--- config.mk ---
export PLATFORM = sky130hd
export DESIGN_NAME = c2drb_mac
export DESIGN_NICKNAME = d
export VERILOG_FILES = /design/src/rtl/core/c2drb_pkg.sv /design/src/rtl/core/c2drb_mac.sv
export SDC_FILE = /design/constraint.sdc
export NUM_CORES = 1
export LEC_CHECK = 0
export BUFFER_PORTS_ARGS = -buffer_cell sky130_fd_sc_hd__buf_4
export CORE_ASPECT_RATIO = 1.2
export CORE_MARGIN = 2
export CORE_UTILIZATION = 50
export CTS_CLUSTER_DIAMETER = 30
export DETAILED_ROUTE_END_ITERATION = 12
export GPL_ROUTABILITY_DRIVEN = 0
export PLACE_DENSITY = 0.79
export SLEW_MARGIN = 20
export SYNTH_ARGS = -nofsm -noshare
export SYNTH_HDL_FRONTEND = slang
export SYNTH_SLANG_ARGS = --single-unit
--- constraint.sdc ---
create_clock -name clk_i -period 7.4 [get_ports clk_i]
set_input_delay 1.48 -clock clk_i [delete_from_list [all_inputs] [get_ports clk_i]]
set_output_delay 1.48 -clock clk_i [all_outputs]
set_load 0.005 [all_outputs]
--- src/rtl/core/c2drb_pkg.sv ---
`timescale 1ns / 1ps

package c2drb_pkg;

  // store geometry
  localparam int LINES      = 8;
  localparam int MAX_COLS   = 2048;
  localparam int CHANNELS   = 4;
  localparam int MAX_KERNEL = 5;

  localparam int STORE_DEPTH = LINES * MAX_COLS * CHANNELS;
  localparam int AW          = $clog2(STORE_DEPTH);
  localparam int CHAN_W      = (CHANNELS > 1) ? $clog2(CHANNELS) : 1;

  // kernel geometry
  localparam int MAX_HALF = MAX_KERNEL / 2;
  localparam int HALF_W   = $clog2(MAX_HALF + 1);
  localparam int KIDX_W   = $clog2(MAX_KERNEL);

  // field widths
  localparam int ROW_IN_W = 12;
  localparam int COL_IN_W = 11;
  localparam int CH_IN_W  = 2;
  localparam int PIX_W    = 8;
  localparam int ROW_W    = 13;  // reflected row, clamped below the image row count
  localparam int COL_W    = 12;  // reflected column
  localparam int COEF_W   = 12;
  localparam int COEF_ROWS = 5;
  localparam int COEF_ROW_W = COEF_ROWS * COEF_W;
  localparam int PROD_W   = PIX_W + 1 + COEF_W;
  localparam int SUM_W    = 25;

  // configuration registers
  localparam int CFG_IDX_W  = 3;
  localparam int CFG_DATA_W = COEF_ROW_W;
  localparam int IMG_ROWS_W = 13;
  localparam int IMG_COLS_W = 12;
  localparam int KSIZE_W    = 3;

  localparam logic [IMG_ROWS_W-1:0] IMG_ROWS_RST = IMG_ROWS_W'(480);
  localparam logic [IMG_COLS_W-1:0] IMG_COLS_RST = IMG_COLS_W'(640);
  localparam logic [KSIZE_W-1:0]    KSIZE_RST    = KSIZE_W'(3);

  typedef enum logic [CFG_IDX_W-1:0] {
    CFG_IMAGE_ROWS  = 3'd0,
    CFG_IMAGE_COLS  = 3'd1,
    CFG_KERNEL_SIZE = 3'd2,
    CFG_COEF_ROW_0  = 3'd3,
    CFG_COEF_ROW_1  = 3'd4,
    CFG_COEF_ROW_2  = 3'd5,
    CFG_COEF_ROW_3  = 3'd6,
    CFG_COEF_ROW_4  = 3'd7
  } cfg_idx_e;

  // item kinds
  localparam logic KIND_WRITE = 1'b0;
  localparam logic KIND_SUM   = 1'b1;

  // control that travels with every store access
  typedef struct packed {
    logic              rd;
    logic              wr;
    logic              first;
    logic              last;
    logic [KIDX_W-1:0] kr;
    logic [KIDX_W-1:0] kc;
  } tap_meta_t;

endpackage

--- src/rtl/core/c2drb_mac.sv ---
`timescale 1ns / 1ps

module c2drb_mac import c2drb_pkg::*; (
  input  logic                                  clk_i,
  input  logic                                  rst_ni,
  input  tap_meta_t                             meta_i,
  input  logic [PIX_W-1:0]                      rdata_i,
  input  logic [COEF_ROWS-1:0][COEF_ROW_W-1:0]  coef_i,
  output logic signed [SUM_W-1:0]               sum_o,
  output logic                                  done_o
);

  tap_meta_t                 meta_r_q;
  logic                      prod_vld_q, prod_first_q, prod_last_q;
  logic signed [PROD_W-1:0]  prod_q, prod_d;
  logic signed [SUM_W-1:0]   acc_q, acc_d;
  logic signed [SUM_W-1:0]   sum_q;
  logic                      done_q;
  logic signed [COEF_W-1:0]  coef_sel;
  logic signed [PROD_W-1:0]  px_s, coef_s;

  // coefficient of the tap that the store is returning
  assign coef_sel = $signed(coef_i[meta_r_q.kr][COEF_W * meta_r_q.kc +: COEF_W]);
  assign px_s     = $signed(PROD_W'(rdata_i));
  assign coef_s   = PROD_W'(coef_sel);
  assign prod_d   = PROD_W'(px_s * coef_s);

  // accumulate, restart on the first tap of a window
  assign acc_d = prod_first_q ? SUM_W'(prod_q) : acc_q + SUM_W'(prod_q);

  always_ff @(posedge clk_i or negedge rst_ni) begin
    if (!rst_ni) begin
      meta_r_q     <= '0;
      prod_vld_q   <= 1'b0;
      prod_first_q <= 1'b0;
      prod_last_q  <= 1'b0;
      done_q       <= 1'b0;
    end else begin
      meta_r_q     <= meta_i;
      prod_vld_q   <= meta_r_q.rd;
      prod_first_q <= meta_r_q.rd & meta_r_q.first;
      prod_last_q  <= meta_r_q.rd & meta_r_q.last;
      done_q       <= prod_vld_q & prod_last_q;
    end
  end

  always_ff @(posedge clk_i) begin
    prod_q <= prod_d;
    if (prod_vld_q) begin
      acc_q <= acc_d;
    end
    if (prod_vld_q && prod_last_q) begin
      sum_q <= acc_d;
    end
  end

  assign sum_o  = sum_q;
  assign done_o = done_q;

endmodule

==> key figures <==
Floorplanning
  • Core area: 20300 sq um
  • Starting Density: 50.9%
  • # IOs: 346
  • Die area: 21800 sq um
  • Die height: 161 microns
  • Die W: 135 microns
  • Row cnt: 57

Worst setup path
  • Worst Setup End Kind: register
  • Critical-path top delay cell: fa_1
  • Sum of buffers and inverters on the critical path: 4
  • FF-to-FF path depth: 20
  • Kind of critical path: in -> reg
  • CP delay by family, top: adder cells
  • Largest stage delay, worst path: 0.66 ns
  • Cell Chain, Critical Path: buf_4 > mux4_2 > mux2i_1 > o21a_1 > o22a_1 > o21ai_2 > nand2_1 > fa_1 > inv_1 > fa_1 > inv_1 > fa_1 > fa_1 > inv_1 > ha_1 > a21o_1 > a21o_1 > a221o_1 > nor2_1 > a21oi_1 > xor2_1
  • Critical Path Fanout Max: 10
  • CP arrival: 6.98 ns
  • Critical Path Source Type: input port
  • CP required: 7.62 ns
  • Cell mode on critical path: fa_1
  • Crit. path cell count: 21

Placed design
  • Cells after DPL: 1627
  • Port Buf Inserts: 344
  • Detail Placement HPWL: 29500 microns
  • Placed cell areas: 13100 sq um

Global route
  • Largest net degree at the start of global routing: 39
  • Vias in the first global route: 9737
  • GR Util All Layers: 32.2%
  • First-pass GRT wire length: 53300 microns
  • Initial antenna violation count: 6
  • Global route overflow: 0

Clock tree
  • CTS tree: built
  • Htree depth: 3
  • Num CTS Buffers: 9
  • Clock sink count: 84
  • Reg clk slew, reported paths: 0.07 ns
  • Clock Latency Late Sink: 0.34 ns
  • CTS Root Cell: clkbuf_16
  • CTS resizes: 0
  • Post-CTS Setup Inserts: 0
  • Max Root-Sink Buffers: 2
  • Cts hold-fix bufs: 0

Timing
  • Period minus WS final: 6.76 ns
  • Max-slew headroom: 38.6%
  • Setup violators final: 0
  • Fmax: 148 MHz
  • Fin crit share: 91.4%
  • Slew Viols, Final: 0
  • Final setup TNS: 0 ns
  • RSZ-0062 raised after global routing: no
  • Setup Skew: 0.00887 ns
  • Fin. Hold Viols: 0
  • Worst Max-Slew Pin Slew: 0.915 ns

Final layout
  • Multi-input logic area: 7310 sq um
  • Area Growth Syn to Fin: 29.6%
  • Leading cell type in the layout, fill and taps excluded: buf_4
  • Final instance area: 13400 sq um
  • Finished Core Util: 66.0%
  • Share of layout cells above drive strength 1: 34.4%
  • Most frequent cells in the layout: 356 x buf_4, 125 x inv_1, 120 x nand2_1
  • Fin nets: 1838
  • Fillers: 1653
  • Final std cells w/o fill: 1648
  • Reg area: 2260 sq um

Detailed routing
  • Drt pass-1 iters: 5
  • Iteration-0 DRC Markers: 756
  • DR WL/cell: 21.0 microns
  • DR vias: 9659
  • Routed Antenna Nets: 0
  • DRC violations left: 0
  • Drt total wl: 34600 microns
  • Vias/cell: 5.86

Synthesis
  • Ys flop type: edfxtp_1
  • Post-Syn Nets: 1526
  • Mapped cell area: 10300 sq um
  • Syn Inst Count: 1061
  • Synthesis-stage register bit count: 84
  • Mapped Avg Cell Area: 9.71 sq um
  • Asr flop ratio synth: 15.5%
  • Yosys cell types: 70
  • Sequential share of the synthesized area: 21.8%
  • Yosys warnings: 0
  • Post-synth EDFFs: 50

Pwr
  • Final Power: 3.36 mW
  • Pwr Density: 251 nW/um^2
  • Net load switching power: 1.45 mW
  • Leak Pwr: 6.26 nW
  • Reg power frac: 24.9%
  • Internal power: 1.90 mW
  • Power share of the clock group: 12.9%
  • Sw frac: 43.3%
  • Combinational power share: 62.2%
  • VDD IR-drop max: 240 uV

Run status
  • Status: completed

Run
  • Maxcap violations: 0

Min path
  • Worst Hold Class: reg -> reg
  • Hold depth: 0
==> path summary, 6_finish.rpt <==
kind	endpoint	startpoint	slack, ns
min	prod_vld_q	meta_r_q[9]	0.42
max in group asynchronous	meta_r_q[0]	rst_ni	6.27
min in group asynchronous	meta_r_q[3]	rst_ni	0.96
max	prod_q[19]	coef_i[107]	0.64
max reg2reg	prod_q[19]	meta_r_q[3]	0.68
min reg2reg	prod_vld_q	meta_r_q[9]	0.42
==> synth_stat cells, types with 9 or more instances <==
library cell,n,area (sq um)
a21boi_0,13,97.6
a21o_1,14,105
a21oi_1,58,290
a22oi_1,11,82.6
a31oi_1,13,81.3
and2_1,61,382
buf_2,20,100
buf_4,9,67.6
clkbuf_1,24,90.1
dfrtp_1,13,325
dfxtp_1,21,420
edfxtp_1,50,1500
fa_1,79,1580
ha_1,66,826
inv_1,125,469
mux2_2,23,259
mux2i_1,37,370
mux4_2,50,1130
nand2_1,120,450
nor2_1,32,120
o21a_1,10,75.1
o21ai_0,62,310
o21ai_2,10,87.6
o31ai_1,9,67.6
xnor2_1,13,114
xor2_1,11,96.3
==> through the flow <==
| step | hold WS, ns | setup slack, ns |
|---|---|---|
| 5_1_grt | 0.434 | 0.321 |
| 4_1_cts | 0.422 | 0.693 |
| 3_3_place_gp | 0.375 | 0.397 |
| 6_report | 0.418 | 0.639 |
| 3_5_place_dp | 0.404 | 0.328 |
| 2_1_floorplan | 0.359 | 1.03 |
==> power groups by stage <==
stage / combinational (mW) / clock, mW / sequential, mW
2_1_floorplan: 1.53 / 0 / 0.804
3_3_place_gp: 1.98 / 0 / 0.837
3_5_place_dp: 2.04 / 0 / 0.838
4_1_cts: 2.06 / 0.439 / 0.834
5_1_grt: 2.33 / 0.455 / 0.850
6_report: 2.09 / 0.434 / 0.835
==> state kept, by name, summed over array words and instances (netlist names) <==
name and cells:
prod_first_q 1, done_o 1, prod_last_q 1, prod_q 21, acc_q 25, sum_o 25
meta_r_q 9, prod_vld_q 1
==> metal layers <==
layer / vias to the layer above / track usage [%] / wire length (microns)
met3: 83 / 8.98 / 3630
met4: 4 / 12.0 / 1300
met1: 4668 / 39.7 / 13200
met2: 527 / 53.8 / 16400
li1: 4377 / - / -
met5: - / 0 / 23
==> cells by family after synthesis <==
group | count (synthesis) | synth area share, %
AOI/OAI and AO/OA | 247 | 15.5
buffers and inverters | 181 | 7.31
DFF | 84 | 21.8
xor gates and xnor gates | 24 | 2.04
and+or+nand+nor | 270 | 12.9
adders and majority gates | 145 | 23.4
muxes | 110 | 17.0
==> worst register-to-register path, stage by stage (launching register included) <==
cell	delay, ns
dfrtp_4	0.79
buf_4	0.40
mux4_2	0.26
mux2i_1	0.11
o21ai_0	0.25
a31oi_1	0.08
o21ai_1	0.72
nand2_1	0.19
fa_1	0.59
inv_1	0.06
fa_1	0.49
fa_1	0.54
inv_1	0.05
fa_1	0.48
inv_1	0.04
ha_1	0.35
nand2_1	0.12
nor4b_1	0.45
o21ai_0	0.22
a21oi_1	0.28
xor2_1	0.19
==> area by class of cell <==
class / count / share of cell area, %
Sequential cell: 84 / 16.9
Clock inverter: 6 / 0.393
Inverter: 125 / 3.51
Tap cell: 265 / 2.48
Multi-Input combinational cell: 796 / 54.7
Clock buffer: 10 / 1.79
Timing Repair Buffer: 357 / 20.2
Antenna cell: 5 / 0.0936
Note: power is estimated with default switching activity, not from simulation.
