==> config.mk <==
export PLATFORM = sky130hd
export DESIGN_NAME = c2drb_addr
export DESIGN_NICKNAME = d
export VERILOG_FILES = /design/src/rtl/core/c2drb_pkg.sv /design/src/rtl/core/c2drb_addr.sv
export SDC_FILE = /design/constraint.sdc
export NUM_CORES = 1
export LEC_CHECK = 0
export ABC_AREA = 0
export BUFFER_PORTS_ARGS = -buffer_cell sky130_fd_sc_hd__buf_2
export CAP_MARGIN = 10
export CELL_PAD_IN_SITES_DETAIL_PLACEMENT = 1
export CELL_PAD_IN_SITES_GLOBAL_PLACEMENT = 2
export CORE_ASPECT_RATIO = 1.1
export CORE_MARGIN = 3
export CORE_UTILIZATION = 25
export CTS_BUF_LIST = sky130_fd_sc_hd__clkbuf_4
export DETAILED_ROUTE_END_ITERATION = 8
export GPL_ROUTABILITY_DRIVEN = 0
export PLACE_DENSITY_LB_ADDON = 0.1
export SLEW_MARGIN = 20
export SYNTH_ARGS = -nofsm -noshare
export SYNTH_HDL_FRONTEND = slang
export SYNTH_SLANG_ARGS = --single-unit
==> constraint.sdc <==
create_clock -name clk_i -period 0.89 [get_ports clk_i]
set_input_delay 0.178 -clock clk_i [delete_from_list [all_inputs] [get_ports clk_i]]
set_output_delay 0.178 -clock clk_i [all_outputs]
set_load 0.02 [all_outputs]
==> src/rtl/core/c2drb_pkg.sv <==
`timescale 1ns / 1ps

package c2drb_pkg;

  // store geometry
  localparam int LINES      = 8;
  localparam int MAX_COLS   = 2048;
  localparam int CHANNELS   = 4;
  localparam int MAX_KERNEL = 5;

  localparam int STORE_DEPTH = LINES * MAX_COLS * CHANNELS;
  localparam int AW          = $clog2(STORE_DEPTH);
  localparam int CHAN_W      = (CHANNELS > 1) ? $clog2(CHANNELS) : 1;

  // kernel geometry
  localparam int MAX_HALF = MAX_KERNEL / 2;
  localparam int HALF_W   = $clog2(MAX_HALF + 1);
  localparam int KIDX_W   = $clog2(MAX_KERNEL);

  // field widths
  localparam int ROW_IN_W = 12;
  localparam int COL_IN_W = 11;
  localparam int CH_IN_W  = 2;
  localparam int PIX_W    = 8;
  localparam int ROW_W    = 13;  // reflected row, clamped below the image row count
  localparam int COL_W    = 12;  // reflected column
  localparam int COEF_W   = 12;
  localparam int COEF_ROWS = 5;
  localparam int COEF_ROW_W = COEF_ROWS * COEF_W;
  localparam int PROD_W   = PIX_W + 1 + COEF_W;
  localparam int SUM_W    = 25;

  // configuration registers
  localparam int CFG_IDX_W  = 3;
  localparam int CFG_DATA_W = COEF_ROW_W;
  localparam int IMG_ROWS_W = 13;
  localparam int IMG_COLS_W = 12;
  localparam int KSIZE_W    = 3;

  localparam logic [IMG_ROWS_W-1:0] IMG_ROWS_RST = IMG_ROWS_W'(480);
  localparam logic [IMG_COLS_W-1:0] IMG_COLS_RST = IMG_COLS_W'(640);
  localparam logic [KSIZE_W-1:0]    KSIZE_RST    = KSIZE_W'(3);

  typedef enum logic [CFG_IDX_W-1:0] {
    CFG_IMAGE_ROWS  = 3'd0,
    CFG_IMAGE_COLS  = 3'd1,
    CFG_KERNEL_SIZE = 3'd2,
    CFG_COEF_ROW_0  = 3'd3,
    CFG_COEF_ROW_1  = 3'd4,
    CFG_COEF_ROW_2  = 3'd5,
    CFG_COEF_ROW_3  = 3'd6,
    CFG_COEF_ROW_4  = 3'd7
  } cfg_idx_e;

  // item kinds
  localparam logic KIND_WRITE = 1'b0;
  localparam logic KIND_SUM   = 1'b1;

  // control that travels with every store access
  typedef struct packed {
    logic              rd;
    logic              wr;
    logic              first;
    logic              last;
    logic [KIDX_W-1:0] kr;
    logic [KIDX_W-1:0] kc;
  } tap_meta_t;

endpackage

==> src/rtl/core/c2drb_addr.sv <==
`timescale 1ns / 1ps

module c2drb_addr import c2drb_pkg::*; (
  input  logic               clk_i,
  input  logic               rst_ni,
  input  tap_meta_t          meta_i,
  input  logic [ROW_W-1:0]   rrow_i,
  input  logic [COL_W-1:0]   rcol_i,
  input  logic [CH_IN_W-1:0] chan_i,
  input  logic [PIX_W-1:0]   pix_i,
  output tap_meta_t          meta_o,
  output logic [AW-1:0]      addr_o,
  output logic [PIX_W-1:0]   pix_o
);

  // reciprocal constants for the ring line and column wrap
  localparam int LINE_W  = $clog2(LINES);
  localparam int LINE_SH = ROW_W + LINE_W;
  localparam int LINE_MW = ROW_W + 2;
  localparam int LINE_PW = ROW_W + LINE_MW;
  localparam logic [LINE_MW-1:0] LINE_M = LINE_MW'((2 ** LINE_SH + LINES - 1) / LINES);

  localparam int CW_W   = $clog2(MAX_COLS);
  localparam int COL_SH = COL_W + CW_W;
  localparam int COL_MW = COL_W + 2;
  localparam int COL_PW = COL_W + COL_MW;
  localparam logic [COL_MW-1:0] COL_M = COL_MW'((2 ** COL_SH + MAX_COLS - 1) / MAX_COLS);

  localparam logic [AW-1:0] LINE_STRIDE = AW'(MAX_COLS * CHANNELS);

  // channel wrap by repeated subtraction on a narrow value
  function automatic logic [CHAN_W-1:0] chan_wrap(input logic [CH_IN_W-1:0] ch);
    logic [CH_IN_W:0] v;
    v = (CH_IN_W + 1)'(ch);
    for (int k = 0; k < 4; k++) begin
      if (v >= (CH_IN_W + 1)'(CHANNELS)) begin
        v = v - (CH_IN_W + 1)'(CHANNELS);
      end
    end
    return CHAN_W'(v);
  endfunction

  tap_meta_t           meta_a_q, meta_b_q, meta_c_q;
  logic [ROW_W-1:0]    rrow_a_q, qrow_a_q;
  logic [COL_W-1:0]    rcol_a_q, qcol_a_q;
  logic [CHAN_W-1:0]   chw_a_q, chw_b_q;
  logic [PIX_W-1:0]    pix_a_q, pix_b_q, pix_c_q;
  logic [LINE_W-1:0]   line_b_q;
  logic [CW_W-1:0]     cw_b_q;
  logic [AW-1:0]       addr_c_q;

  logic [ROW_W-1:0]    qrow_d, rem_row, line_d;
  logic [COL_W-1:0]    qcol_d, rem_col, cw_d;
  logic [AW-1:0]       addr_d;

  // stage a: quotient by reciprocal multiplication
  assign qrow_d = ROW_W'((LINE_PW'(rrow_i) * LINE_PW'(LINE_M)) >> LINE_SH);
  assign qcol_d = COL_W'((COL_PW'(rcol_i) * COL_PW'(COL_M)) >> COL_SH);

  // stage b: remainder with one correction step
  assign rem_row = rrow_a_q - ROW_W'(qrow_a_q * ROW_W'(LINES));
  assign rem_col = rcol_a_q - COL_W'(qcol_a_q * COL_W'(MAX_COLS));
  assign line_d  = (rem_row >= ROW_W'(LINES)) ? rem_row - ROW_W'(LINES) : rem_row;
  assign cw_d    = (rem_col >= COL_W'(MAX_COLS)) ? rem_col - COL_W'(MAX_COLS) : rem_col;

  // stage c: flat store address, line then column then channel
  assign addr_d = AW'(line_b_q) * LINE_STRIDE + AW'(cw_b_q) * AW'(CHANNELS) + AW'(chw_b_q);

  always_ff @(posedge clk_i or negedge rst_ni) begin
    if (!rst_ni) begin
      meta_a_q <= '0;
      meta_b_q <= '0;
      meta_c_q <= '0;
    end else begin
      meta_a_q <= meta_i;
      meta_b_q <= meta_a_q;
      meta_c_q <= meta_b_q;
    end
  end

  always_ff @(posedge clk_i) begin
    rrow_a_q <= rrow_i;
    qrow_a_q <= qrow_d;
    rcol_a_q <= rcol_i;
    qcol_a_q <= qcol_d;
    chw_a_q  <= chan_wrap(chan_i);
    pix_a_q  <= pix_i;
    line_b_q <= LINE_W'(line_d);
    cw_b_q   <= CW_W'(cw_d);
    chw_b_q  <= chw_a_q;
    pix_b_q  <= pix_a_q;
    addr_c_q <= addr_d;
    pix_c_q  <= pix_b_q;
  end

  assign meta_o = meta_c_q;
  assign addr_o = addr_c_q;
  assign pix_o  = pix_c_q;

endmodule

==> reports/results.ini <==
[status]
status=finished with violations
violations=negative setup slack

[synth]
yosys_warnings=0
synth_top_area_share_pct=65.8
ys_top_cells_by_area=dfxtp_1, dfrtp_1
syn-cell-area_um2=2190
synth_cell_types=2
ys_ff_latch=102
seq_area_frac_synth_pct=100
syn_inst=102
synth_nets=149
avgSynthCellArea_um2=21.5
yosysTopAreaCell=dfxtp_1

[power]
comb_power_share_pct=6.8
seqPwrFrac_pct=66.1
p_clk_share_pct=27.1
p_per_area_nw_per_um2=2180
peakVddDrop_mv=0.904
p_switching_mw=1.64
intPower_mw=5.79
p_leak_nw=1.52
p_sw_share_pct=22.1

[sta]
max_freq_mhz=885
period_needed_ps=1130
tightest_slew_ps=154
setup_viol=34
hold_viol=0
rsz0062_at_grt=yes
finalCritPeriodShare_pct=127
slew_headroom_pct=89.7
setup_ws_ps=-241
worst_clock_skew_ps=16.2
drv_slew=0

[final_layout]
drive_above_1_share_pct=48.9
num-multi-input-gates=0
area_growth_pct=55.4
multiInputGateArea_um2=0
seqCellArea_um2=2220
design_area_um2=3410
nNetsFinal=265
antenna_cells=0
n_fill_cell=874

[global_routing]
grt_overflow=0
antenna_found_initial=0
grt_pass1_vias=1253
grt_max_degree=31
grt_usage_pct=7.82
grt_pass1_wl_mm=5.61

[route]
routedWlPerCell_um=10.2
dr.pass1.iters=3
drt_iter0_drc=28
detail-route-antenna-nets=0
drcViolationCount=0
wirelength_mm=3.42
num_vias=1139
via_per_inst=3.41

[setup_path]
crit_required_ps=710
max_stage_delay_ps=400
worstSetupPathType=flip-flop to primary output
crit_chain=buf_6
cp-end-kind=primary output
crit_arrival_ps=950
crit_family=flip-flops
crit_buf_inv=1
crit_path_max_fanout=1
start_kind=flip-flop
r2r_start=meta_b_q[3]$_DFF_PN0_
crit_slowest_cell=dfrtp_1
crit_start=meta_o[2]$_DFF_PN0_

[worst_hold_path]
hold_path_class=input port to asynchronous set/reset pin

[cts]
cts.clk_slew.worst_paths_ps=150
postCtsSetupBuffers=0
cts_buffer_depth=2
clock_latency_ps=420
cts_num_sinks=102
root_buffer=clkbuf_4
cts_tree=yes
cts_buffers=9
h-tree-depth=3

[die]
core_um2=8450
die_y_um=104
num_rows=35
die-width_um=95.3
dieArea_um2=9930
pin_count=81
start_util_pct=25.9

[placed_design]
port_buffers=69
place_area_um2=2700
dpl.hpwl_mm=2.18
pre_cts_ws_ps=210

[flow_run]
drv_cap=0

==> stage by stage <==
| stage | hold WS (ps) | std cells | util (%) | power, mW | setup TNS (ps) |
|---|---|---|---|---|---|
| final | 236 | 334 | 40.3 | 7.43 | -6100 |
| after global routing | 222 | 334 | 40.3 | 7.84 | -8560 |
| after CTS | 202 | 334 | 40.3 | 7.61 | -8040 |
| after detailed placement | 149 | 283 | 31.9 | 5.28 | 0 |
| after global placement | 135 | 283 | 31.9 | 5.27 | 0 |
| after floorplan | -118 | 102 | - | 5.07 | 0 |
==> state kept, by name (all words and copies together), names as in the netlist <==
| register | cells |
|---|---|
| addr_o | 16 |
| cw_b_q | 11 |
| rcol_a_q | 11 |
| meta_a_q | 10 |
| meta_b_q | 10 |
| meta_o | 10 |
| pix_a_q | 8 |
| pix_b_q | 8 |
| pix_o | 8 |
| line_b_q | 3 |
| rrow_a_q | 3 |
| chw_a_q | 2 |
| chw_b_q | 2 |
==> per-layer routing <==
metal / share of wire, % / global-route usage, %
met1: 38 / 8.16
met2: 51 / 12.3
met3: 6.7 / 3.04
met4: 3.9 / 6.19
met5: 0 / 0
==> cells in the mapped netlist <==
library cell	n
dfxtp_1	72
dfrtp_1	30
==> layout make-up <==
type	instances	area share (%)
timing repair buffer	105	27.3
clock inverter	5	0.992
sequential	102	65.2
clock buffer	11	2.42
tap	111	4.08
==> power by group through the flow <==
stage	sequential [mW]	clock, mW	combinational (mW)
after floorplan	5.07	0	0
after global placement	4.97	0	0.301
after detailed placement	4.98	0	0.302
after CTS	4.92	2.18	0.516
after global routing	4.94	2.36	0.545
final	4.91	2.02	0.505
==> path summary, 6_finish.rpt <==
kind | end | slack, ps | depth (start not counted)
worst max-delay path | meta_o[2] | -240 | 1
worst min-delay path | meta_b_q[3]$_DFF_PN0_ | 240 | 3
max in group asynchronous | meta_a_q[1]$_DFF_PN0_ | 490 | 3
worst min register to register | pix_o[5]$_DFF_P_ | 340 | 0
worst max register to register | meta_o[3]$_DFF_PN0_ | 380 | 0
min in group clk_i | pix_o[5]$_DFF_P_ | 340 | 0
==> cell families after synthesis <==
| kind of cell | after synthesis | synth area share, % |
|---|---|---|
| flip-flops | 102 | 100 |
==> cells in the final DEF (no fill, tap or decap) <==
| cell | count |
|---|---|
| dfxtp_1 | 48 |
| dlygate4sd3_1 | 35 |
| buf_2 | 35 |
| buf_6 | 34 |
| dfrtp_1 | 30 |
| dfxtp_2 | 24 |
| clkbuf_4 | 11 |
| clkinvlp_4 | 2 |
| clkinv_1 | 1 |
| inv_6 | 1 |
| inv_4 | 1 |
| buf_12 | 1 |
==> timing repair <==
item	in CTS	in global routing
resized for setup	92	0
hold buffers	35	0
pin swaps	0	0
endpoints found under the hold margin	64	0
setup endpoints to repair	34	34
(Power assumes the default switching activity.)
