**src/rtl/core/c2drb_pkg.sv**
```systemverilog
`timescale 1ns / 1ps

package c2drb_pkg;

  // store geometry
  localparam int LINES      = 8;
  localparam int MAX_COLS   = 2048;
  localparam int CHANNELS   = 4;
  localparam int MAX_KERNEL = 5;

  localparam int STORE_DEPTH = LINES * MAX_COLS * CHANNELS;
  localparam int AW          = $clog2(STORE_DEPTH);
  localparam int CHAN_W      = (CHANNELS > 1) ? $clog2(CHANNELS) : 1;

  // kernel geometry
  localparam int MAX_HALF = MAX_KERNEL / 2;
  localparam int HALF_W   = $clog2(MAX_HALF + 1);
  localparam int KIDX_W   = $clog2(MAX_KERNEL);

  // field widths
  localparam int ROW_IN_W = 12;
  localparam int COL_IN_W = 11;
  localparam int CH_IN_W  = 2;
  localparam int PIX_W    = 8;
  localparam int ROW_W    = 13;  // reflected row, clamped below the image row count
  localparam int COL_W    = 12;  // reflected column
  localparam int COEF_W   = 12;
  localparam int COEF_ROWS = 5;
  localparam int COEF_ROW_W = COEF_ROWS * COEF_W;
  localparam int PROD_W   = PIX_W + 1 + COEF_W;
  localparam int SUM_W    = 25;

  // configuration registers
  localparam int CFG_IDX_W  = 3;
  localparam int CFG_DATA_W = COEF_ROW_W;
  localparam int IMG_ROWS_W = 13;
  localparam int IMG_COLS_W = 12;
  localparam int KSIZE_W    = 3;

  localparam logic [IMG_ROWS_W-1:0] IMG_ROWS_RST = IMG_ROWS_W'(480);
  localparam logic [IMG_COLS_W-1:0] IMG_COLS_RST = IMG_COLS_W'(640);
  localparam logic [KSIZE_W-1:0]    KSIZE_RST    = KSIZE_W'(3);

  typedef enum logic [CFG_IDX_W-1:0] {
    CFG_IMAGE_ROWS  = 3'd0,
    CFG_IMAGE_COLS  = 3'd1,
    CFG_KERNEL_SIZE = 3'd2,
    CFG_COEF_ROW_0  = 3'd3,
    CFG_COEF_ROW_1  = 3'd4,
    CFG_COEF_ROW_2  = 3'd5,
    CFG_COEF_ROW_3  = 3'd6,
    CFG_COEF_ROW_4  = 3'd7
  } cfg_idx_e;

  // item kinds
  localparam logic KIND_WRITE = 1'b0;
  localparam logic KIND_SUM   = 1'b1;

  // control that travels with every store access
  typedef struct packed {
    logic              rd;
    logic              wr;
    logic              first;
    logic              last;
    logic [KIDX_W-1:0] kr;
    logic [KIDX_W-1:0] kc;
  } tap_meta_t;

endpackage

```
**src/rtl/core/c2drb_tapgen.sv**
```systemverilog
`timescale 1ns / 1ps

module c2drb_tapgen import c2drb_pkg::*; (
  input  logic                  clk_i,
  input  logic                  rst_ni,
  input  logic                  start_i,
  input  logic                  kind_i,
  input  logic [ROW_IN_W-1:0]   row_i,
  input  logic [COL_IN_W-1:0]   col_i,
  input  logic [CH_IN_W-1:0]    channel_i,
  input  logic [PIX_W-1:0]      pixel_i,
  input  logic [IMG_ROWS_W-1:0] image_rows_i,
  input  logic [IMG_COLS_W-1:0] image_cols_i,
  input  logic [KSIZE_W-1:0]    kernel_size_i,
  output logic                  busy_o,
  output tap_meta_t             meta_o,
  output logic [ROW_W-1:0]      rrow_o,
  output logic [COL_W-1:0]      rcol_o,
  output logic [CH_IN_W-1:0]    chan_o,
  output logic [PIX_W-1:0]      pix_o
);

  // border reflection with the edge repeated, then clamped into the image
  function automatic logic [ROW_W-1:0] reflect(input logic signed [15:0] idx,
                                               input logic [ROW_W-1:0] size);
    logic signed [15:0] n;
    logic signed [15:0] r;
    n = (size == '0) ? 16'sd1 : $signed(16'(size));
    if (idx < 16'sd0) begin
      r = -idx - 16'sd1;
    end else if (idx >= n) begin
      r = (n <<< 1) - 16'sd1 - idx;
    end else begin
      r = idx;
    end
    if (r < 16'sd0) begin
      r = 16'sd0;
    end
    if (r >= n) begin
      r = n - 16'sd1;
    end
    return ROW_W'(r);
  endfunction

  logic                 active_q, active_d;
  logic [ROW_IN_W-1:0]  anc_row_q, anc_row_d;
  logic [COL_IN_W-1:0]  anc_col_q, anc_col_d;
  logic [HALF_W-1:0]    half_q, half_d;
  logic [KIDX_W-1:0]    kr_q, kr_d;
  logic [KIDX_W-1:0]    kc_q, kc_d;
  tap_meta_t            meta_q, meta_d;
  logic [ROW_W-1:0]     rrow_q, rrow_d;
  logic [COL_W-1:0]     rcol_q, rcol_d;
  logic [CH_IN_W-1:0]   chan_q, chan_d;
  logic [PIX_W-1:0]     pix_q, pix_d;

  logic [KIDX_W-1:0]    span;
  logic                 last_tap;
  logic signed [15:0]   ti, tj;
  logic [KSIZE_W-1:0]   ks_half;

  assign span     = KIDX_W'({half_q, 1'b0});
  assign last_tap = (kr_q == span) && (kc_q == span);
  assign ti = $signed(16'(anc_row_q)) + $signed(16'(kr_q)) - $signed(16'(half_q));
  assign tj = $signed(16'(anc_col_q)) + $signed(16'(kc_q)) - $signed(16'(half_q));
  assign ks_half = kernel_size_i >> 1;

  // tap sequencing: one window tap a cycle, row by row
  always_comb begin
    active_d  = active_q;
    anc_row_d = anc_row_q;
    anc_col_d = anc_col_q;
    half_d    = half_q;
    kr_d      = kr_q;
    kc_d      = kc_q;
    meta_d    = '0;
    rrow_d    = rrow_q;
    rcol_d    = rcol_q;
    chan_d    = chan_q;
    pix_d     = pix_q;
    if (active_q) begin
      meta_d.rd    = 1'b1;
      meta_d.first = (kr_q == '0) && (kc_q == '0);
      meta_d.last  = last_tap;
      meta_d.kr    = kr_q;
      meta_d.kc    = kc_q;
      rrow_d = reflect(ti, ROW_W'(image_rows_i));
      rcol_d = COL_W'(reflect(tj, ROW_W'(image_cols_i)));
      if (kc_q == span) begin
        kc_d = '0;
        kr_d = kr_q + KIDX_W'(1);
      end else begin
        kc_d = kc_q + KIDX_W'(1);
      end
      if (last_tap) begin
        active_d = 1'b0;
      end
    end else if (start_i) begin
      chan_d = channel_i;
      if (kind_i == KIND_WRITE) begin
        meta_d.wr = 1'b1;
        rrow_d    = ROW_W'(row_i);
        rcol_d    = COL_W'(col_i);
        pix_d     = pixel_i;
      end else begin
        active_d  = 1'b1;
        anc_row_d = row_i;
        anc_col_d = col_i;
        half_d    = (ks_half > KSIZE_W'(MAX_HALF)) ? HALF_W'(MAX_HALF) : HALF_W'(ks_half);
        kr_d      = '0;
        kc_d      = '0;
      end
    end
  end

  always_ff @(posedge clk_i or negedge rst_ni) begin
    if (!rst_ni) begin
      active_q <= 1'b0;
      meta_q   <= '0;
      half_q   <= '0;
      kr_q     <= '0;
      kc_q     <= '0;
    end else begin
      active_q <= active_d;
      meta_q   <= meta_d;
      half_q   <= half_d;
      kr_q     <= kr_d;
      kc_q     <= kc_d;
    end
  end

  // payload of the tap and the anchor
  always_ff @(posedge clk_i) begin
    anc_row_q <= anc_row_d;
    anc_col_q <= anc_col_d;
    rrow_q    <= rrow_d;
    rcol_q    <= rcol_d;
    chan_q    <= chan_d;
    pix_q     <= pix_d;
  end

  assign busy_o = active_q;
  assign meta_o = meta_q;
  assign rrow_o = rrow_q;
  assign rcol_o = rcol_q;
  assign chan_o = chan_q;
  assign pix_o  = pix_q;

endmodule

```
**config.mk**
```make
export PLATFORM = sky130hd
export DESIGN_NAME = c2drb_tapgen
export DESIGN_NICKNAME = d
export VERILOG_FILES = /design/src/rtl/core/c2drb_pkg.sv /design/src/rtl/core/c2drb_tapgen.sv
export SDC_FILE = /design/constraint.sdc
export NUM_CORES = 1
export LEC_CHECK = 0
export ABC_AREA = 0
export BUFFER_PORTS_ARGS = -buffer_cell sky130_fd_sc_hd__buf_2
export CAP_MARGIN = 10
export CORE_MARGIN = 4
export CORE_UTILIZATION = 65
export CTS_BUF_LIST = sky130_fd_sc_hd__clkbuf_8
export CTS_CLUSTER_DIAMETER = 120
export DETAILED_ROUTE_END_ITERATION = 16
export PLACE_DENSITY = 0.89
export SLEW_MARGIN = 25
export SYNTH_ARGS = -nofsm -noshare
export SYNTH_HDL_FRONTEND = slang
export SYNTH_SLANG_ARGS = --single-unit
```
**constraint.sdc**
```tcl
create_clock -name clk_i -period 15.6 [get_ports clk_i]
set_input_delay 1.56 -clock clk_i [delete_from_list [all_inputs] [get_ports clk_i]]
set_output_delay 1.56 -clock clk_i [all_outputs]
set_load 0.005 [all_outputs]
```
==> summary.md, run 1 <==
| Metric | Value |
|---|---|
| # resized after CTS | `0` |
| CP top delay family | `compound AO/OA/AOI/OAI gates` |
| Synth Flop Type | `edfxtp_1` |
| Starting Density | `0.677` |
| Dpl ws | `around 6.8 ns` |
| Final net count | `1224` |
| Hold slack | `around 0.54 ns` |
| Root Driver | `clkbuf_8` |
| Area share of the largest cell type after synthesis | `0.221` |
| Worst Path Buf+Inv | `1` |
| Chip Height | `118 µm` |
| CTS max path bufs | `2` |
| CTS tree | `yes` |
| Via count | `7493` |
| Hold Crit Class | `reg -> reg` |
| Post-synth EDFFs | `58` |
| Postcts setup bufs | `0` |
| Sequential-to-total area share from yosys stat | `0.281` |
| Share of cells above drive strength 1 | `0.135` |
| Worst skew pair latency | `0.35 ns` |
| Vias per inst | `about 6.3` |
| Critical Path AT | `8.78 ns` |
| Reg2Reg Setup Slack | `7.39 ns` |
| Largest net degree at the start of global routing | `a little over 60` |
| Fraction of registers with async set/reset | `0.247` |
| DRC Markers | `0` |
| Port Buffers | `between 100 and 150` |
| Synth area leaders | `edfxtp_1, ha_1, dfrtp_1` |
| Maxcap violations | `0` |
| Final HPWL DP | `16900 µm` |
| CP Max Fanout | `12` |
| Library cells used by synthesis | `71` |
| Core area | `approximately 0.012 mm²` |
| Avg Inst Size Synth | `~8.4 µm²` |
| GRT Total Usage | `0.288` |
| Total power | `1.57 mW` |
| # setup viols final | `0` |
| CP Launch Type | `input port` |
| # rows | `39` |
| Synthesized flop and latch total | `77` |
| Fin. Hold Viols | `0` |
| Post-Route WL | `20700 µm` |
| Worst Max-Slew Pin Slew | `1.04 ns` |
| H-Tree Level Count | `3` |
| Fmax | `115 MHz` |
| Hold Buf Count CTS | `0` |
| Critical Setup Path Class | `in -> reg` |
| Wire per inst | `17.4 µm` |
| Die Width | `118 µm` |
| RSZ-0062 raised after global routing | `false` |
| Peak VDD IR | `0.159 mV` |
| Final ANT Viol Nets | `0` |
| Slew HR | `0.308` |
| Final setup skew | `between 0.01 and 0.015 ns` |
| Crit path required time | `15.70 ns` |
| Crit path max-delay cell type | `a21oi_1` |
| Initial DRT Pass Iterations | `6` |
| First-pass GRT wire length | `32800 µm` |
| FILL cells | `897` |
| FF-to-FF Start | `half_q[1]` |
| Area growth syn-to-layout | `10.6%` |
| Fin. max-slew vios | `0` |
| Leading area contributor after synthesis | `edfxtp_1` |
| Synth Net Count | `about 1100` |
| YS warnings | `0` |
| Clock transition at path regs | `around 0.070 ns` |
| # IOs | `111` |
| Highest cell delay on the worst timing path | `0.89 ns` |
| Grt total ovfl | `0` |
| Crit path setup slack, layout | `6.92 ns` |
| Most frequent CP cell | `a21oi_1` |
| Total die area | `0.0140 mm²` |
| Leak | `4.18 nW` |
| Initial antenna violation count | `2` |
| Clk sink count | `77` |
| Critical path origin | `image_cols_i[2]` |
| Mapped Cells | `943` |
| PD cells | `180 mW/mm²` |
| Status | `finished clean` |
| Area of the mapped netlist | `0.00789 mm²` |
| Tmin final | `8.68 ns` |
| Routability cong. | `1.00` |
| HP Start | `kr_q[0]` |
| CTS buffer count | `9` |
| Number of global-route vias before repair | `6724` |
| Final Cycle Share | `0.556` |
| Fin Setup TNS | `0 ns` |
| DRT iter0 DRCs | `778` |
| Endpoint class of the critical path | `register` |
==> worst reg2reg max path, delay by kind of cell (launching register included) <==
family	cells	cell delay [ns]
buf+inv	2	0.19
xor+xnor	1	0.35
simple gates	4	0.86
flops	1	0.49
fa+ha+maj	4	1.50
compound gates	18	4.50
==> metal layers <==
metal  share of wire  global-route usage  vias up
met5         0.00058                   0        -
met4           0.023              0.0989        2
met3            0.10              0.0712       35
met2            0.43               0.424      366
met1            0.44               0.414     3449
li1                -                   -     3641
==> cell type report <==
cell class	count	area [µm²]	share of cell area
timing repair buffer	110	553	0.0633
tap	143	179	0.0205
multi-input combinational	726	5140	0.589
clock inverter	6	53.8	0.00616
inverter	118	443	0.0507
antenna	1	2.50	0.000287
sequential	77	2220	0.254
clock buffer	10	138	0.0158
==> state kept, by name, indices dropped and copies added, names as in the netlist <==
register and cells:
anc_col_q 11, chan_o 2, kc_q 3, meta_o 10, anc_row_q 12, rrow_o 13
kr_q 3, half_q 2, pix_o 8, busy_o 1, rcol_o 12
==> power breakdown <==
| group | internal, mW | leakage (nW) | switching [mW] |
|---|---|---|---|
| combinational | 0.446 | 3.27 | 0.646 |
| clock | 0.0766 | 0.105 | 0.0683 |
| sequential | 0.300 | 0.805 | 0.0306 |
| total | 0.823 | 4.18 | 0.745 |
==> path summary, 6_finish.rpt <==
path                       depth (start not counted)         end
max                                               26  rcol_o[10]
min                                                1   meta_o[6]
max reg2reg                                       29   rrow_o[3]
min reg2reg                                        1   meta_o[6]
max in group asynchronous                          1      busy_o
min in group asynchronous                          1   meta_o[0]
==> kinds of logic (layout without fill, tap and decap cells) <==
group	count (synthesis)	after routing	share of synthesized area
adder cells (fa/ha/maj)	117	117	0.189
other	1	2	0.000475
buffers and inverters	140	244	0.0675
XOR/XNOR	55	55	0.0610
AND/OR/NAND/NOR	301	301	0.185
multiplexers	5	5	0.00729
flip-flops	77	77	0.281
AO/OA/AOI/OAI	247	247	0.208
==> cell usage after synthesis (all sizes together), types with 17 or more instances <==
cell type / instances
a21o: 20
a21oi: 62
a31oi: 20
clkbuf: 17
dfrtp: 19
edfxtp: 58
ha: 113
inv: 118
nand2: 76
nand3: 40
nand4: 17
nor2: 78
nor3: 23
o21ai: 46
xnor2: 34
xor2: 21
==> metrics by stage <==
| step | instances | cell area, µm² | util |
|---|---|---|---|
| after floorplan | 943 | 7890 | - |
| after global routing | 1191 | 8730 | 0.749 |
| after global placement | 1174 | 8540 | 0.732 |
| after detailed placement | 1174 | 8540 | 0.732 |
| after CTS | 1190 | 8730 | 0.748 |
| final | 1191 | 8730 | 0.749 |
==> layout by cell type (no fill, tap or decap), types with 3 or more instances in the layout <==
cell	instances
o31a_1	3
xnor2_1	34
buf_2	109
nor2_1	78
o31ai_1	10
o21bai_1	4
inv_1	119
nand3b_1	3
a21oi_1	62
fa_1	4
and2_0	3
and3_1	5
ha_1	113
or3_1	7
nor2b_1	9
a31oi_1	20
o211ai_1	7
a211oi_1	6
o21ai_0	45
nand3_1	40
clkbuf_8	10
o21a_1	12
and2_1	6
nor4_1	8
or4_1	5
a21o_1	19
a22oi_1	3
nand2b_1	12
a221oi_1	6
nand4_1	17
edfxtp_1	58
nor3_1	22
dfrtp_1	18
o221ai_1	12
a22o_1	3
xor2_1	21
nand2_1	76
o22ai_1	7
Note: power is estimated with default switching activity, not from simulation.
==> inputs of run 2 (changes only) <==
--- a/config.mk
+++ b/config.mk
@@ -9,11 +9,11 @@
 export BUFFER_PORTS_ARGS = -buffer_cell sky130_fd_sc_hd__buf_2
 export CAP_MARGIN = 10
 export CORE_MARGIN = 4
-export CORE_UTILIZATION = 65
+export CORE_UTILIZATION = 61
 export CTS_BUF_LIST = sky130_fd_sc_hd__clkbuf_8
 export CTS_CLUSTER_DIAMETER = 120
 export DETAILED_ROUTE_END_ITERATION = 16
-export PLACE_DENSITY = 0.89
+export PLACE_DENSITY = 0.84
 export SLEW_MARGIN = 25
 export SYNTH_ARGS = -nofsm -noshare
 export SYNTH_HDL_FRONTEND = slang
==> constraint.sdc (replaced) <==
create_clock -name clk_i -period 8.1 [get_ports clk_i]
set_input_delay 0.81 -clock clk_i [delete_from_list [all_inputs] [get_ports clk_i]]
set_output_delay 0.81 -clock clk_i [all_outputs]
set_load 0.005 [all_outputs]
==> run 2 against run 1 <==
Compared with the run above:
- clock power grew 140%
- die area grew 6.1%
- sequential share of layout area shrank 0.43 points
- register-to-register slack lost 6.5 ns
==> summary.md, run 2 (synthesis gave the netlist of run 1 again) <==
| Metric | Value |
|---|---|
| Port Buffers | `109 (unchanged)` |
| GRT Total Usage | `0.283 (-0.00505)` |
| Largest net degree at the start of global routing | `62 (unchanged)` |
| Status | `finished clean` |
| Fin. max-slew vios | `0 (unchanged)` |
| Root Driver | `clkbuf_8` |
| FILL cells | `1029 (+15%)` |
| Highest cell delay on the worst timing path | `0.62 ns (-0.27 ns)` |
| Commonest non-fill, non-tap cell in the layout | `inv_1` |
| Fmax | `139 MHz` |
| Register share of total power | `0.206 (-0.005)` |
| Clock transition at path regs | `0.08 ns (about the same)` |
| Final Cycle Share | `0.889` |
| DRC Markers | `0 (unchanged)` |
| Tmin final | `7.20 ns` |
| First-pass GRT wire length | `33500 µm (+1.8%)` |
| Slew HR | `0.333 (+0.0248)` |
| CTS buffer count | `9 (unchanged)` |
| FF-to-FF Start | `half_q[1]` |
| Peak VDD IR | `0.167 mV (+5.5%)` |
| Initial antenna violation count | `0 (-2)` |
| Number of global-route vias before repair | `6904 (+2.7%)` |
| CTS tree | `yes` |
| Psw | `1.42 mW (+91%)` |
| Starting Density | `0.625 (-0.0513)` |
| Switching part of the total | `0.461 (-0.0139)` |
| Die Width | `122 µm (+3.0%)` |
| Via count | `7498 (+0.067%)` |
| Worst Path Buf+Inv | `3 (+2)` |
| CP Max Fanout | `8 (-4)` |
| CP Launch Type | `register` |
| Maxcap violations | `0 (unchanged)` |
| Final setup skew | `0.00892 ns (-0.00125 ns)` |
| CTS max path bufs | `2 (unchanged)` |
| Vias per inst | `6.10 (-3.0%)` |
| RSZ-0062 raised after global routing | `false` |
| Commonest cells after routing, fill and taps aside | `inv_1, ha_1, buf_2` |
| Most frequent CP cell | `a21oi_1` |
| Grt total ovfl | `0 (unchanged)` |
| # rows | `41 (+5.1%)` |
| Hold slack | `0.349 ns (-0.190 ns)` |
| Final ANT Viol Nets | `0 (unchanged)` |
| Critical Path AT | `7.42 ns (-1.36 ns)` |
| Max reg flops | `13 (unchanged)` |
| Worst skew pair latency | `0.38 ns (+0.03 ns)` |
| Initial DRT Pass Iterations | `6 (unchanged)` |
| Worst Max-Slew Pin Slew | `0.991 ns (-0.0476 ns)` |
| # resized after CTS | `0 (unchanged)` |
| Endpoint class of the critical path | `register` |
| PD cells | `347 mW/mm² (+93%)` |
| Clk sink count | `77 (unchanged)` |
| Chip Height | `122 µm (+3.0%)` |
| Share of cells above drive strength 1 | `0.143 (+0.00832)` |
| Worst Reg2Reg Path Length in Cells | `27 (-6.9%)` |
| Area growth syn-to-layout | `12.5%` |
| CP Depth | `27 (+3.8%)` |
| Routability cong. | `0.976 (-2.7%)` |
| Gate power share | `0.682 (-0.015)` |
| Internal power | `1.66 mW (+100%)` |
| Clk pwr share | `0.113 (+0.021)` |
| Post-Route WL | `20900 µm (+0.67%)` |
| Postcts setup bufs | `0 (unchanged)` |
| Critical path origin | `half_q[1]` |
| Hold Crit Class | `in -> async` |
| Total die area | `0.0148 mm² (+6.1%)` |
| Leak | `4.23 nW (+1.4%)` |
| Wire per inst | `17.0 µm (-2.4%)` |
| Core area | `0.0126 mm² (+8.2%)` |
| Crit path required time | `8.32 ns (-7.38 ns)` |
| H-Tree Level Count | `3 (unchanged)` |
| # IOs | `111 (unchanged)` |
| Fin. Hold Viols | `0 (unchanged)` |
| Total power | `3.08 mW (+96%)` |
| CP top delay family | `compound AO/OA/AOI/OAI gates` |
| Fin Setup TNS | `0 ns (unchanged)` |
| Crit path max-delay cell type | `a221oi_1` |
| Critical Setup Path Class | `reg -> reg` |
| Hold Buf Count CTS | `0 (unchanged)` |
| DRT iter0 DRCs | `867 (+11%)` |
| # setup viols final | `0 (unchanged)` |
| Final HPWL DP | `17100 µm (+1.1%)` |
| Final net count | `1233 (+0.74%)` |
[run 2: final timing paths]
| check | to | slack [ns] |
|---|---|---|
| min | meta_o[1] | 0.35 |
| min reg2reg | meta_o[7] | 0.54 |
| max in group asynchronous | busy_o | 7.44 |
| max | rrow_o[1] | 0.90 |
| min in group clk_i | meta_o[7] | 0.54 |
| max reg2reg | rrow_o[1] | 0.90 |
[run 2: per-stage QoR]
step / area (µm²) / cells / utilization / setup slack (ns)
floorplan: 7890 / 943 / - / 1.71
global placement: 8640 / 1212 / 0.685 / 0.900
detailed placement: 8640 / 1212 / 0.685 / 0.824
CTS: 8880 / 1228 / 0.704 / 1.01
global route: 8880 / 1228 / 0.704 / 0.417
finish: 8880 / 1229 / 0.704 / 0.898
[run 2: worst register-to-register path: stages, from the launching register on]
cell      delay, ns
dfrtp_1        0.48
fa_1           0.54
inv_1          0.07
fa_1           0.46
a21oi_1        0.22
o22ai_1        0.14
nor2_1         0.14
xor2_1         0.35
inv_1          0.13
ha_1           0.22
a2111o_1       0.39
a31oi_1        0.13
o21ai_0        0.13
a221oi_1       0.62
a211o_1        0.32
nand3_1        0.22
o221a_2        0.38
ha_1           0.31
a21o_1         0.19
a211oi_1       0.22
o21a_1         0.15
o21bai_1       0.07
a21oi_1        0.16
o21ai_0        0.13
a21oi_1        0.33
buf_4          0.22
nand3_1        0.10
a31oi_1        0.23
[run 2: power groups by stage]
stage               Sequential [mW]  Clock [mW]  Combinational (mW)
floorplan                     0.642           0                1.51
global placement              0.640           0                1.98
detailed placement            0.641           0                2.05
CTS                           0.634       0.346                2.06
global route                  0.642       0.369                2.36
finish                        0.634       0.347                2.10
[run 2: layout make-up]
cell class / instances / area (µm²) / share of cell area
Antenna cell: 1 / 2.50 / 0.000282
Clock buffer: 9 / 124 / 0.0139
Clock inverter: 7 / 115 / 0.0130
Inverter: 118 / 443 / 0.0499
Multi-Input combinational cell: 726 / 5140 / 0.579
Sequential cell: 77 / 2220 / 0.250
Tap cell: 172 / 215 / 0.0242
Timing Repair Buffer: 119 / 621 / 0.0699
[run 2: metal layers]
metal,routed length [µm],share of wire,GRT usage
met5,0,0,0
met4,372,0.018,0.0805
met3,1810,0.087,0.0446
met2,9430,0.45,0.442
met1,9260,0.44,0.408
